## config.mk

```make
export PLATFORM = sky130hd
export DESIGN_NAME = i2c_page_loader_slave
export DESIGN_NICKNAME = d
export VERILOG_FILES = /design/src/sv/ipl_pkg.sv /design/src/sv/ipl_ram.sv /design/src/sv/ipl_ctrl.sv /design/src/sv/ipl_dp.sv /design/src/sv/i2c_page_loader_slave.sv
export SDC_FILE = /design/constraint.sdc
export NUM_CORES = 1
export LEC_CHECK = 0
export BUFFER_PORTS_ARGS = -buffer_cell sky130_fd_sc_hd__clkbuf_2
export CAP_MARGIN = 20
export CORE_UTILIZATION = 60
export CTS_CLUSTER_SIZE = 20
export DETAILED_ROUTE_END_ITERATION = 8
export HOLD_SLACK_MARGIN = 0.06
export PLACE_DENSITY = 0.76
export SETUP_SLACK_MARGIN = 0.3
export SLEW_MARGIN = 40
export SYNTH_ARGS = -nofsm -noshare
export SYNTH_HDL_FRONTEND = slang
export SYNTH_SLANG_ARGS = --single-unit
```

## constraint.sdc

```tcl
create_clock -name aclk -period 6.1 [get_ports aclk]
set_input_delay 0.305 -clock aclk [delete_from_list [all_inputs] [get_ports aclk]]
set_output_delay 0.305 -clock aclk [all_outputs]
set_load 0.01 [all_outputs]
```

## src/sv/ipl_pkg.sv

```systemverilog
// ----------------------------------------------------------------------------
// Page loader package
// Shared types, bus event codes, command codes and result action codes of the
// I2C page loader command handler.
// ----------------------------------------------------------------------------
package ipl_pkg;

    localparam logic [1:0] OP_ADDR_MATCH = 2'd0;
    localparam logic [1:0] OP_RECEIVE    = 2'd1;
    localparam logic [1:0] OP_FIRST_READ = 2'd2;
    localparam logic [1:0] OP_NEXT_READ  = 2'd3;

    localparam logic [2:0] ACT_NONE  = 3'd0;
    localparam logic [2:0] ACT_SEND  = 3'd1;
    localparam logic [2:0] ACT_FLASH = 3'd2;
    localparam logic [2:0] ACT_HOLD  = 3'd3;
    localparam logic [2:0] ACT_WORD  = 3'd4;
    localparam logic [2:0] ACT_QUIT  = 3'd5;

    localparam logic [7:0] CMD_PROBE      = 8'hF0;
    localparam logic [7:0] CMD_SET_PAGE   = 8'hF1;
    localparam logic [7:0] CMD_FILL       = 8'hF2;
    localparam logic [7:0] CMD_CHECKSUM   = 8'hF3;
    localparam logic [7:0] CMD_FLASH_READ = 8'hF4;
    localparam logic [7:0] CMD_QUIT       = 8'hFE;
    localparam logic [7:0] QUIT_KEY       = 8'hFF;
    localparam logic [7:0] FLASH_BURST    = 8'h10;
    localparam logic [7:0] PROBE_ANSWER   = 8'hFF;

    typedef struct packed {
        logic [1:0] operation;
        logic [7:0] rx_byte;
    } ipl_in_t;

    typedef struct packed {
        logic [2:0]  action;
        logic [7:0]  tx_byte;
        logic [15:0] flash_addr;
        logic [15:0] word_addr;
        logic [15:0] word_data;
        logic        last;
    } ipl_out_t;

    typedef struct packed {
        logic load_in;
        logic exec;
        logic rd_lo;
        logic rd_hi;
        logic emit;
    } ipl_cmd_t;

    typedef struct packed {
        logic out_free;
        logic fill;
        logic last_word;
    } ipl_stat_t;

endpackage

```

## src/sv/ipl_ram.sv

```systemverilog
// ----------------------------------------------------------------------------
// Generic RAM
// Single write port and single read port with a registered read.
// ----------------------------------------------------------------------------
module ipl_ram #(
    parameter int WIDTH = 8,
    parameter int DEPTH = 128
) (
    input  logic                                        aclk,
    input  logic                                        we,
    input  logic [((DEPTH > 1) ? $clog2(DEPTH) : 1)-1:0] waddr,
    input  logic [WIDTH-1:0]                            wdata,
    input  logic                                        re,
    input  logic [((DEPTH > 1) ? $clog2(DEPTH) : 1)-1:0] raddr,
    output logic [WIDTH-1:0]                            rdata
);

    logic [WIDTH-1:0] mem [DEPTH];
    logic [WIDTH-1:0] rdata_reg;

    always_ff @(posedge aclk) begin
        if (we) begin
            mem[waddr] <= wdata;
        end
        if (re) begin
            rdata_reg <= mem[raddr];
        end
    end

    assign rdata = rdata_reg;

endmodule

```

## src/sv/ipl_ctrl.sv

```systemverilog
// ----------------------------------------------------------------------------
// Page loader controller
// Sequences input capture, event execution and the word-by-word page flush.
// ----------------------------------------------------------------------------
module ipl_ctrl import ipl_pkg::*; (
    input  logic      aclk,
    input  logic      aresetn,
    input  logic      s_valid,
    output logic      s_ready,
    input  ipl_stat_t stat,
    output ipl_cmd_t  cmd
);

    localparam logic [2:0] S_IDLE = 3'd0;
    localparam logic [2:0] S_EXEC = 3'd1;
    localparam logic [2:0] S_RDLO = 3'd2;
    localparam logic [2:0] S_RDHI = 3'd3;
    localparam logic [2:0] S_EMIT = 3'd4;

    logic [2:0] state_reg;
    logic [2:0] state_next;

    always_comb begin
        state_next = state_reg;
        cmd        = '0;
        s_ready    = 1'b0;
        case (state_reg)
            S_IDLE: begin
                s_ready = 1'b1;
                if (s_valid) begin
                    cmd.load_in = 1'b1;
                    state_next  = S_EXEC;
                end
            end
            S_EXEC: begin
                if (stat.out_free) begin
                    cmd.exec   = 1'b1;
                    state_next = stat.fill ? S_RDLO : S_IDLE;
                end
            end
            S_RDLO: begin
                cmd.rd_lo  = 1'b1;
                state_next = S_RDHI;
            end
            S_RDHI: begin
                cmd.rd_hi  = 1'b1;
                state_next = S_EMIT;
            end
            S_EMIT: begin
                if (stat.out_free) begin
                    cmd.emit   = 1'b1;
                    state_next = stat.last_word ? S_IDLE : S_RDLO;
                end
            end
            default: begin
                state_next = S_IDLE;
            end
        endcase
    end

    always_ff @(posedge aclk) begin
        if (!aresetn) begin
            state_reg <= S_IDLE;
        end else begin
            state_reg <= state_next;
        end
    end

endmodule

```

## src/sv/ipl_dp.sv

```systemverilog
// ----------------------------------------------------------------------------
// Page loader datapath
// Command state, page buffer, checksum, flush pointer and result register.
// ----------------------------------------------------------------------------
module ipl_dp import ipl_pkg::*; #(
    parameter int PAGE_BYTES = 128
) (
    input  logic      aclk,
    input  logic      aresetn,
    input  ipl_in_t   s_payload,
    input  ipl_cmd_t  cmd,
    output ipl_stat_t stat,
    output logic      m_valid,
    input  logic      m_ready,
    output ipl_out_t  m_payload
);

    localparam int AW = (PAGE_BYTES > 1) ? $clog2(PAGE_BYTES) : 1;
    localparam int SW = $clog2(PAGE_BYTES + 1);
    localparam logic [SW-1:0] PAGE_CNT = SW'(PAGE_BYTES);
    localparam logic [SW-1:0] LAST_PTR = SW'(PAGE_BYTES - 2);
    localparam logic [SW-1:0] HI_LIMIT = SW'(PAGE_BYTES - 1);

    ipl_in_t       in_reg;
    logic [6:0]    bi_reg, bi_next, bi_bump;
    logic [7:0]    cc_reg, cc_next;
    logic [7:0]    rc_reg, rc_next;
    logic [7:0]    sum_reg, sum_next;
    logic [15:0]   pa_reg, pa_next;
    logic [SW-1:0] si_reg, si_next;
    logic [AW-1:0] fptr_reg;
    logic [7:0]    lo_reg;
    ipl_out_t      out_reg;
    logic          out_valid_reg;
    ipl_out_t      res;
    ipl_out_t      word_res;
    logic          store_ok;
    logic          fill;
    logic          hi_ok;
    logic          last_word;
    logic [AW-1:0] raddr;
    logic          re;
    logic [7:0]    rdata;
    logic [7:0]    rx;
    logic          out_free;

    assign rx       = in_reg.rx_byte;
    assign out_free = !out_valid_reg || m_ready;
    assign bi_bump  = (bi_reg == 7'h7F) ? bi_reg : bi_reg + 7'd1;

    always_comb begin
        bi_next    = bi_reg;
        cc_next    = cc_reg;
        rc_next    = rc_reg;
        sum_next   = sum_reg;
        pa_next    = pa_reg;
        si_next    = si_reg;
        store_ok   = 1'b0;
        fill       = 1'b0;
        res        = '0;
        res.last   = 1'b1;
        res.action = ACT_NONE;
        case (in_reg.operation)
            OP_ADDR_MATCH: begin
                bi_next = '0;
            end
            OP_RECEIVE: begin
                if (bi_reg == 7'd0) begin
                    cc_next = rx;
                end
                if (bi_reg == 7'd1) begin
                    rc_next = rx;
                end
                if (cc_next == CMD_SET_PAGE) begin
                    if (bi_reg == 7'd0) begin
                        si_next  = '0;
                        sum_next = '0;
                    end else if (bi_reg == 7'd2) begin
                        pa_next = {8'h00, rx};
                    end else if (bi_reg == 7'd3) begin
                        pa_next = {rx, pa_reg[7:0]};
                    end
                end
                if (cc_next == CMD_FILL && bi_reg > 7'd1 && rc_next != 8'h00 && !rc_next[7]
                    && si_reg < PAGE_CNT) begin
                    store_ok = 1'b1;
                    si_next  = si_reg + SW'(1);
                    sum_next = sum_reg + rx;
                    rc_next  = rc_next - 8'h01;
                    fill     = (si_next == PAGE_CNT);
                end
                if (!fill) begin
                    bi_next = bi_bump;
                end
                if (cc_next == CMD_QUIT && rc_next == 8'h01 && bi_reg == 7'd2
                    && rx == QUIT_KEY) begin
                    res.action = ACT_QUIT;
                end
            end
            OP_FIRST_READ: begin
                res.action = ACT_SEND;
                if (cc_reg == CMD_CHECKSUM || cc_reg == CMD_PROBE) begin
                    res.tx_byte = 8'h01;
                end else if (cc_reg == CMD_FLASH_READ) begin
                    res.tx_byte = FLASH_BURST;
                    rc_next     = 8'h00;
                end
                bi_next = bi_bump;
            end
            default: begin
                if (cc_reg == CMD_CHECKSUM) begin
                    res.action  = ACT_SEND;
                    res.tx_byte = sum_reg;
                end else if (cc_reg == CMD_PROBE) begin
                    res.action  = ACT_SEND;
                    res.tx_byte = PROBE_ANSWER;
                end else if (cc_reg == CMD_FLASH_READ) begin
                    if (rc_reg < FLASH_BURST || rc_reg[7]) begin
                        res.action     = ACT_FLASH;
                        res.flash_addr = pa_reg;
                        pa_next        = pa_reg + 16'd1;
                        rc_next        = rc_reg + 8'h01;
                    end else begin
                        res.action = ACT_HOLD;
                    end
                end else begin
                    res.action = ACT_SEND;
                end
                bi_next = bi_bump;
            end
        endcase
    end

    assign hi_ok     = SW'(fptr_reg) < HI_LIMIT;
    assign last_word = SW'(fptr_reg) >= LAST_PTR;
    assign raddr     = cmd.rd_hi ? fptr_reg + AW'(1) : fptr_reg;
    assign re        = cmd.rd_lo || (cmd.rd_hi && hi_ok);

    always_comb begin
        word_res           = '0;
        word_res.action    = ACT_WORD;
        word_res.word_addr = pa_reg + 16'(fptr_reg);
        word_res.word_data = {(hi_ok ? rdata : 8'h00), lo_reg};
        word_res.last      = last_word;
    end

    ipl_ram #(
        .WIDTH (8),
        .DEPTH (PAGE_BYTES)
    ) u_page_ram (
        .aclk  (aclk),
        .we    (cmd.exec && store_ok),
        .waddr (si_reg[AW-1:0]),
        .wdata (rx),
        .re    (re),
        .raddr (raddr),
        .rdata (rdata)
    );

    always_ff @(posedge aclk) begin
        if (!aresetn) begin
            bi_reg        <= '0;
            cc_reg        <= '0;
            rc_reg        <= '0;
            sum_reg       <= '0;
            pa_reg        <= '0;
            si_reg        <= '0;
            out_valid_reg <= 1'b0;
        end else begin
            if (cmd.exec) begin
                bi_reg  <= bi_next;
                cc_reg  <= cc_next;
                rc_reg  <= rc_next;
                sum_reg <= sum_next;
                pa_reg  <= pa_next;
                si_reg  <= si_next;
            end
            out_valid_reg <= (out_valid_reg && !m_ready) || (cmd.exec && !fill) || cmd.emit;
        end
    end

    always_ff @(posedge aclk) begin
        if (cmd.load_in) begin
            in_reg <= s_payload;
        end
        if (cmd.exec) begin
            fptr_reg <= '0;
        end else if (cmd.emit) begin
            fptr_reg <= fptr_reg + AW'(2);
        end
        if (cmd.rd_hi) begin
            lo_reg <= rdata;
        end
        if (cmd.exec && !fill) begin
            out_reg <= res;
        end else if (cmd.emit) begin
            out_reg <= word_res;
        end
    end

    always_comb begin
        stat.out_free  = out_free;
        stat.fill      = fill;
        stat.last_word = last_word;
    end

    assign m_valid   = out_valid_reg;
    assign m_payload = out_reg;

endmodule

```

## src/sv/i2c_page_loader_slave.sv

```systemverilog
// ----------------------------------------------------------------------------
// I2C page loader slave command handler
// Takes one bus event word on the s_ channel (address match, received byte,
// first read, next read) and delivers its result words on the m_ channel.
// An event is registered when accepted and executed once the output register
// is free, so no new event is accepted before the last one is executed. A
// single result is loaded into the output register when the event executes.
// The byte that completes a page instead starts a flush that walks the page
// buffer through its single read port: each little-endian word is built from
// two buffer reads (low byte, then high byte) and one output load, so a page
// of PAGE_BYTES bytes yields (PAGE_BYTES+1)/2 words, the last one marked.
// The next event is accepted once the current one has been executed, even
// while its result still waits in the output register.
// When m_ready is low the output register holds its word and execution or
// the flush waits; nothing is dropped.
// Reset clears the command state, counters and output valid; the page
// buffer needs no clearing because a flush reads only bytes written since
// reset or the last set-page command.
// ----------------------------------------------------------------------------
module i2c_page_loader_slave import ipl_pkg::*; #(
    parameter int PAGE_BYTES = 128
) (
    input  logic     aclk,
    input  logic     aresetn,
    input  logic     s_valid,
    output logic     s_ready,
    input  ipl_in_t  s_payload,
    output logic     m_valid,
    input  logic     m_ready,
    output ipl_out_t m_payload
);

    ipl_cmd_t  cmd;
    ipl_stat_t stat;

    ipl_ctrl u_ctrl (
        .aclk    (aclk),
        .aresetn (aresetn),
        .s_valid (s_valid),
        .s_ready (s_ready),
        .stat    (stat),
        .cmd     (cmd)
    );

    ipl_dp #(
        .PAGE_BYTES (PAGE_BYTES)
    ) u_dp (
        .aclk      (aclk),
        .aresetn   (aresetn),
        .s_payload (s_payload),
        .cmd       (cmd),
        .stat      (stat),
        .m_valid   (m_valid),
        .m_ready   (m_ready),
        .m_payload (m_payload)
    );

endmodule

```

-- After elaboration in Yosys (flattened, before gate mapping)
Memory sizes are Yosys's and may differ from the RTL's. A register that Yosys moved wholly into a read port is not among the register bits.
Index checks and enable logic that the tools add are counted.
- flip-flop bits (word level): 144
- bits in read-only memories: 0
- RAM bits: 1024
- memories kept: 1
- bits in latches: 0
- logic and storage cells: 179
- $mul: 0
- equal/unequal tests: 33
- divide/modulo/power cells: 0
- $add $sub $neg: 9
- shifts and indexed selects: 0
- muxes and demuxes: 69
- reductions and logical operators: 41
- bitwise operators: 2
- magnitude comparators: 5
- memory list (memory ; depth ; bits a word ; read ports ; clocked after Yosys merged registers in ; wr ports ; RTL line ; RTL):
    u_dp.u_page_ram.mem ; 128 ; 8 ; 1 ; 1 ; 1 ; ipl_ram.sv:18 ; logic [WIDTH-1:0] mem [DEPTH];
- operators with widths (kind ; number):
    $mux W16 ; 13
    $mux W8 ; 18
    $mux W60 ; 2
    $eq A8 B8 Y1 const B ; 8
    $pmux W16 S2 ; 1
    $pmux W8 S3 ; 1
    $mux W7 ; 3
    $mux W3 ; 6
    $reduce_and A9 Y1 ; 2
    $add A16 B1 Y16 const B ; 1
    $add A16 B7 Y16 ; 1
    $add A8 B1 Y8 const B ; 2
    $mux W1 ; 16
    $pmux W8 S2 ; 1
    $pmux W3 S5 ; 1
    $add A7 B1 Y7 const B ; 2
    $eq A7 B2 Y1 const B ; 2
    $pmux W7 S2 ; 1
    $ne A2 B2 Y1 const B ; 6
    $logic_and A1 B1 Y1 ; 11
    $mux W11 ; 1
    $mux W5 ; 2
    $ne A2 B1 Y1 const B ; 5
    $reduce_bool A2 Y1 ; 5
    other kinds (34) ; 48

-- Longest topological paths before layout
Gate-level depths: netlist of the first run.
- depth after elaboration: 17
- depth in mapped cells: 15
- mapped depth without buffers: 13

-- Cells and area by module
From an unflattened synthesis of the first run, not the netlist that was laid out.
- cell total of the unflattened synthesis: 2503
- area, all modules: 47571.9 sq um
- modules (own cells, without submodules) (module ; times used ; cells each ; area an instance (sq um)):
    ipl_ram ; 1 ; 1635 ; 39745.6
    ipl_dp ; 1 ; 841 ; 7604.8
    ipl_ctrl ; 1 ; 27 ; 221.5

-- Least setup slack after synthesis of the first run
OpenSTA, ideal clock, no wires.
- kind: register to register
- start point: reg u_dp.in_reg, in the netlist u_dp.rx[0]
- end point: reg u_dp.out_reg, in the netlist u_dp.m_payload[33], enable pin
- stages on the path, launching flop included: 11
- arrival: 4.284 ns
- clock period less this slack: 4.729 ns
- path slack: 1.371 ns
- library setup time: 0.445 ns
- path buffers: 1
- cells stage by stage: edfxtp_1 nand3_1 and2_1 ha_1 nor2b_1 nand4_1 o21ai_4 nor3_2 a21o_1 clkbuf_1 nand2_1
- word-level cells in the longest chain between the ends: 13
- RTL lines (what ; RTL line ; RTL):
    from (decl) ; ipl_dp.sv:24 ; ipl_in_t in_reg;
    from (signal assigned) ; ipl_dp.sv:184 ; in_reg <= s_payload;
    $mux W8 ; ipl_dp.sv:68 ; if (bi_reg == 7'd0) begin
    $mux W8 ; ipl_dp.sv:63 ; case (in_reg.operation)
    $eq A8 B8 Y1 ; ipl_dp.sv:84 ; if (cc_next == CMD_FILL && bi_reg > 7'd1 && rc_next != 8'h00 && !rc_next[7]
    $logic_and A1 B1 Y1 ; ipl_dp.sv:84 ;
    $logic_and A1 B1 Y1 * (2 in series) ; ipl_dp.sv:84 ;
    $logic_and A1 B1 Y1 * ; ipl_dp.sv:85 ; && si_reg < PAGE_CNT) begin
    $mux W1 * ; ipl_dp.sv:84 ;
    $mux W1 * (2 in series) ; ipl_dp.sv:63 ;
    $logic_not A1 Y1 * ; ipl_dp.sv:194 ; if (cmd.exec && !fill) begin
    $logic_and A1 B1 Y1 * ; ipl_dp.sv:194 ;
    $reduce_bool A2 Y1 (no line) * ; -- ;
    to (signal assigned) ; ipl_dp.sv:195 ; out_reg <= res;
    to (signal assigned) ; ipl_dp.sv:197 ; out_reg <= word_res;
    to (decl) ; ipl_dp.sv:33 ; ipl_out_t out_reg;
Every way passes the cells marked *; elsewhere a longest branch is shown, timed or not. The select of a mux whose other input is x is not followed.
A chain may end at the register's enable or synchronous reset.

-- Final worst setup path of the first run
- start point: reg u_dp.bi_reg[2]
- end point: mem u_dp.u_page_ram.mem[52][3], enable pin
- word-level cells in the longest chain between the ends: 13
- RTL lines (what ; RTL line ; RTL):
    from (decl) ; ipl_dp.sv:25 ; logic [6:0] bi_reg, bi_next, bi_bump;
    from (signal assigned) ; ipl_dp.sv:171 ; bi_reg <= bi_next;
    $logic_not A7 Y1 ; ipl_dp.sv:68 ;
    $mux W8 ; ipl_dp.sv:68 ;
    $mux W8 ; ipl_dp.sv:63 ;
    $eq A8 B8 Y1 ; ipl_dp.sv:84 ;
    $logic_and A1 B1 Y1 (2 in series) ; ipl_dp.sv:84 ;
    $logic_and A1 B1 Y1 * ; ipl_dp.sv:84 ;
    $logic_and A1 B1 Y1 * ; ipl_dp.sv:85 ;
    $mux W1 * ; ipl_dp.sv:84 ;
    $mux W1 * ; ipl_dp.sv:63 ;
    $logic_and A1 B1 Y1 * ; ipl_dp.sv:152 ; .we (cmd.exec && store_ok),
    $mux W1 * ; ipl_ram.sv:22 ; if (we) begin
    $mux W1 (not written as such) * ; ipl_ram.sv:23 ; mem[waddr] <= wdata;
    to (decl) ; ipl_ram.sv:18 ;
Marked as above.

==> results of run 1 <==
## worst paths after layout
path | end | slack, ns | cells after the start
max | u_dp.u_page_ram.mem[52][3] | 1.17 | 12
max reg2reg | u_dp.u_page_ram.mem[52][3] | 1.17 | 12
min | u_dp.si_reg[6] | 0.24 | 3
min reg2reg | u_dp.m_payload[3] | 0.46 | 2
## layer usage
layer / share of wire [%] / vias to the layer above
li1: - / 11400
met1: 39 / 14000
met2: 48 / 1649
met3: 9.4 / 269
met4: 3.5 / 2
met5: 0.0078 / -
## per-stage QoR
step / utilization [%] / cells / hold WS, ns
floorplan: - / 2790 / 0.404
global placement: 62.5 / 3795 / 0.444
detailed placement: 62.6 / 3795 / 0.452
CTS: 67.5 / 4016 / 0.219
global route: 67.6 / 4017 / 0.234
finish: 67.6 / 4017 / 0.236
## synthesized netlist by cell type, drive strengths merged (12+ instances only)
master	count
xnor2	16
dfxtp	98
a31oi	20
a22oi	41
and4b	34
o22ai	37
a211oi	86
a22o	17
mux2	66
mux4	224
o21ai	53
nor2	253
nand2	98
clkbuf	128
nor2b	14
inv	28
nand3	40
nand4	19
buf	47
a21oi	89
nor4	12
nor3	30
and3	15
and2	25
xor2	14
a21o	17
ha	27
mux2i	54
edfxtp	1077
## final cells by class
cell class	instances	share of cell area, %
sequential	1175	64.3
clock inverter	65	1.34
multi-input combinational	1411	24.1
clock buffer	144	5.79
tap	1050	2.46
inverter	29	0.218
timing repair buffer	143	1.86
## cell families after synthesis
logic type               Yosys count  synth area share (%)
AO/OA/AOI/OAI                    418                  5.97
XOR/XNOR                          30                 0.548
adder cells (fa/ha/maj)           29                 0.788
buffers and inverters            204                  1.74
flip-flops                      1175                  71.6
multiplexers                     344                  13.2
AND/OR/NAND/NOR                  590                  6.19
## power by group
group	internal, mW	switching, mW	leakage (nW)
combinational	0.0579	0.240	4.18
sequential	8.80	0.0132	10.5
clock	4.13	3.01	1.84
total	13.0	3.26	16.5
## critical path, delay by kind of cell (launching register included)
family	cells	cell delay [ns]
flops	1	0.36
mux	1	0.15
buf+inv	1	0.41
compound gates	1	0.18
simple gates	8	3.15
fa+ha+maj	1	0.29
==> flow_summary.toml, run 1 <==
[cells_and_area]
layout_common_cells = "edfxtp_1 (1077), nor2_1 (237), mux4_2 (224)"
drive_gt1_share_pct = 21.3
fill_cells = 4917
nNetsFinal = 2917
design_area_um2 = 53400
seq_area_um2 = 34300
largest_reg_flops = 1024
multiInputGateArea_um2 = 12900
num_antenna_cells = 0
final_common_cell = "edfxtp_1"
syn_to_final_growth_pct = 11.4

[setup_path]
crit_arrival_ns = 5.26
worst-setup-path-type = "flip-flop to flip-flop"
startpoint = "u_dp.bi_reg[2]"
timing.rr.start = "u_dp.bi_reg[2]"
endpoint_kind = "flip-flop"
start_kind = "flip-flop"
crit_chain = "or4_1 -> nor2_8 -> mux2i_1 -> ha_1 -> nor2b_1 -> nand4_1 -> o21a_1 -> nand4_1 -> nor2_1 -> nand2_1 -> buf_4 -> nor2_1"
cpPeakStageDelay_ns = 0.71
crit_slowest_cell = "or4_1"
critPathMaxFanout = 16
required_ns = 6.42

[synthesis]
synth_flop_cell = "edfxtp_1"
synthTopCellsByArea = "edfxtp_1 (67%), mux4_2 (11%), dfxtp_1 (4.1%)"
synth_edf_count = 1077
ys_seq_elements = 1175
syn_inst = 2790
yosys_warnings = 0
ys_seq_area_share_pct = 71.6
postSynthAreaPerCell_um2 = 17.2
synth_async_sr_flop_share_pct = 0
yosysUniqueCellTypes = 79
syn_area_um2 = 47900
synthesis.nets = 2833
synth_top_area_share_pct = 67.5
yosysTopAreaCell = "edfxtp_1"

[timing]
fin_setup_tns_ns = 0
finalMaxSlewViolations = 0
relSlewSlack_pct = 39.1
tightest_slew_ns = 0.910
rsz0062_at_grt = "no"
min_period_ns = 4.93
skew_ns = 0.0412
hold_viol_final = 0
fmax_mhz = 203
setup_viol = 0
fin_crit_sh_pct = 80.9
setup_slack_ns = 1.17

[clocking]
cts_hold_buf = 12
clk_latency_ns = 0.70
cts_sinks = 1175
clockRootBuffer = "clkbuf_16"
h-tree-depth = 3
cts_tree = "yes"
clk_transition_reported_paths_ns = 0.07
cts_max_path_buffers = 3
postCtsResizedCells = 0
cts_made_buffers = 114
cts_setup_buffers = 0

[placement]
placed_area_um2 = 49400
portBuffers = 75
place_congestion = 0.914
dp_hpwl_um = 69100
dp_worst_setup_slack_ns = 1.30

[floorplan]
core_um2 = 79000
start_util_pct = 60.7
dieHeight_um = 285
die_area_um2 = 81000
dieWidth_um = 285
rows = 103
pin_count = 76

[pwr]
power_per_cell_area_nw_per_um2 = 304
total_power_mw = 16.3
ir_worst_vdd_v = 0.000261
p_leak_nw = 16.5

[run]
drv_cap = 0

[min_path]
min_path_type = "primary input to flip-flop"
worstHoldStart = "aresetn"

[global_route]
grtUsageTotal_pct = 28.6
busiest_layer = "met2"
grtUsageMet2_pct = 45.4
grt_pass1_vias = 27000
use_met1_pct = 40.3
grt_max_degree = 99
grtUsageMet3_pct = 5.34
antenna_found_initial = 2
grt_overflow = 0
grt_pass1_wl_um = 173000

[route]
via_per_inst = 6.79
drtPass1Iterations = 5
drcViolationCount = 0
postRouteAntennaNets = 0
wl_per_cell_um = 28.7
wl_um = 115000
vias = 27300
drt-initial-drc-count = 3630

[status]
status = "completed"
Power figures use the tool's default switching activity.
==> run 2: changes to the inputs <==
Settings changed: CORE_UTILIZATION 60 to 57, PLACE_DENSITY 0.76 to 0.75.
Clock period 6.1 ns to 4 ns, I/O delays scaled along.
==> flow_summary.toml, run 2 (same netlist as run 1, synthesis figures left out) <==
[status]
status = "completed"

[setup_path]
worst-setup-path-type = "flip-flop to flip-flop"
r2r_cells = 11
required_ns = 4.61
crit_arrival_ns = 4.23
critPathMaxFanout = 9
start_kind = "flip-flop"
endpoint_kind = "flip-flop"

[route]
wl_um = 116000
drt-initial-drc-count = 2712
vias = 27000
wl_per_cell_um = 28.3
via_per_inst = 6.63
drtPass1Iterations = 6
postRouteAntennaNets = 0
drcViolationCount = 0

[floorplan]
start_util_pct = 58.0
pin_count = 76
die_area_um2 = 85300
dieHeight_um = 292
rows = 105
dieWidth_um = 292
core_um2 = 82600

[pwr]
ir_worst_vdd_v = 0.000406
p_leak_nw = 16.8
power_per_cell_area_nw_per_um2 = 451
total_power_mw = 24.7

[timing]
tightest_slew_ns = 0.952
setup_viol = 0
skew_ns = 0.0242
fmax_mhz = 276
rsz0062_at_grt = "yes"
fin_crit_sh_pct = 90.6
hold_viol_final = 0
relSlewSlack_pct = 36.4
finalMaxSlewViolations = 0
min_period_ns = 3.62
setup_slack_ns = 0.378

[cells_and_area]
seq_area_um2 = 34300
fill_cells = 5253
drive_gt1_share_pct = 27.0
layout_common_cells = "edfxtp_1 (1077), mux4_2 (224), nor2_1 (122)"
final_common_cell = "edfxtp_1"
syn_to_final_growth_pct = 14.5
multiInputGateArea_um2 = 13700
largest_reg_flops = 1024
nNetsFinal = 2959
num_antenna_cells = 0

[clocking]
clk_latency_ns = 0.68
cts_tree = "yes"
cts_made_buffers = 111
cts_max_path_buffers = 3
clk_transition_reported_paths_ns = 0.06
cts_sinks = 1175
h-tree-depth = 3
clockRootBuffer = "clkbuf_16"

[placement]
place_congestion = 0.911
dp_worst_setup_slack_ns = 0.135
dp_hpwl_um = 70800
portBuffers = 75

[run]
drv_cap = 0

[global_route]
grt_pass1_wl_um = 174000
antenna_found_initial = 1
grt_max_degree = 91
grt_overflow = 0
busiest_layer = "met2"
grt_pass1_vias = 27100
grtUsageMet3_pct = 5.39
use_met1_pct = 37.6
grtUsageMet2_pct = 43.8
grtUsageTotal_pct = 27.4

[min_path]
hold-path-cell-count = 3
min_path_type = "primary input to flip-flop"
[run 2: changes by cell type in the layout (fill, tap and decap cells not counted), moves of 5 or more]
cell / before / now
buf_4: 44 / 65
nor2_1: 237 / 122
buf_12: 4 / 27
nor2_4: 0 / 103
clkbuf_16: 119 / 112
clkbuf_1: 23 / 14
nor2_2: 15 / 27
clkinv_4: 0 / 5
[run 2: timing repair]
action | CTS | global route
endpoints found under the setup margin | 536 | 622
gates resized for setup | 33 | 43
pin swaps | 1 | 5
endpoints found under the hold margin | 13 | 0
buffers inserted | 1 | 11
hold buffers | 12 | 0
[run 2: layout make-up]
| cell class | instances | share of cell area [%] |
|---|---|---|
| tap | 1070 | 2.44 |
| multi-input combinational | 1411 | 25.0 |
| sequential | 1175 | 62.5 |
| clock buffer | 126 | 5.20 |
| timing repair buffer | 188 | 2.96 |
| inverter | 29 | 0.212 |
| clock inverter | 83 | 1.64 |
[run 2: through the flow]
| stage | util (%) | setup TNS [ns] | std cells | cell area, um2 | hold WS [ns] |
|---|---|---|---|---|---|
| finish | 66.4 | 0 | 4082 | 54900 | 0.108 |
| global placement | 61.2 | 0 | 3849 | 50600 | 0.380 |
| CTS | 66.0 | 0 | 4071 | 54600 | 0.0686 |
| floorplan | - | -394.80 | 2790 | 48700 | 0.299 |
| global route | 66.4 | 0 | 4082 | 54900 | 0.105 |
| detailed placement | 61.2 | 0 | 3849 | 50600 | 0.379 |
[run 2: metal layers]
layer,wire length (um),vias up,part of all wire [%]
li1,-,11500,-
met1,45200,13800,39
met2,55600,1456,48
met3,10500,244,9.0
met4,4380,2,3.8
met5,13,-,0.011
[run 2: final timing paths]
check | from | end | slack, ns
worst min-delay path | aresetn | u_dp.si_reg[6] | 0.11
worst min register to register | u_dp.m_payload[11] | u_dp.m_payload[11] | 0.45
worst max-delay path | u_dp.bi_reg[6] | u_dp.bi_reg[4] | 0.38
worst max register to register | u_dp.bi_reg[6] | u_dp.bi_reg[4] | 0.38
[run 2: critical path: stages (launching register included)]
cell and delay, ns:
dfxtp_1 0.35, or4_4 0.60, nor2_8 0.15, mux2i_4 0.24
ha_2 0.24, inv_1 0.08, or4_4 0.51, o21ai_4 0.25
nor3_2 0.15, a21o_4 0.31, or4_1 0.51, a21oi_1 0.15
[run 2: report_power, final]
group / internal [mW] / switching (mW) / leakage [nW]
clock network: 6.19 / 4.63 / 1.81
registers: 13.4 / 0.0169 / 10.5
logic: 0.104 / 0.385 / 4.52
total: 19.7 / 5.03 / 16.8
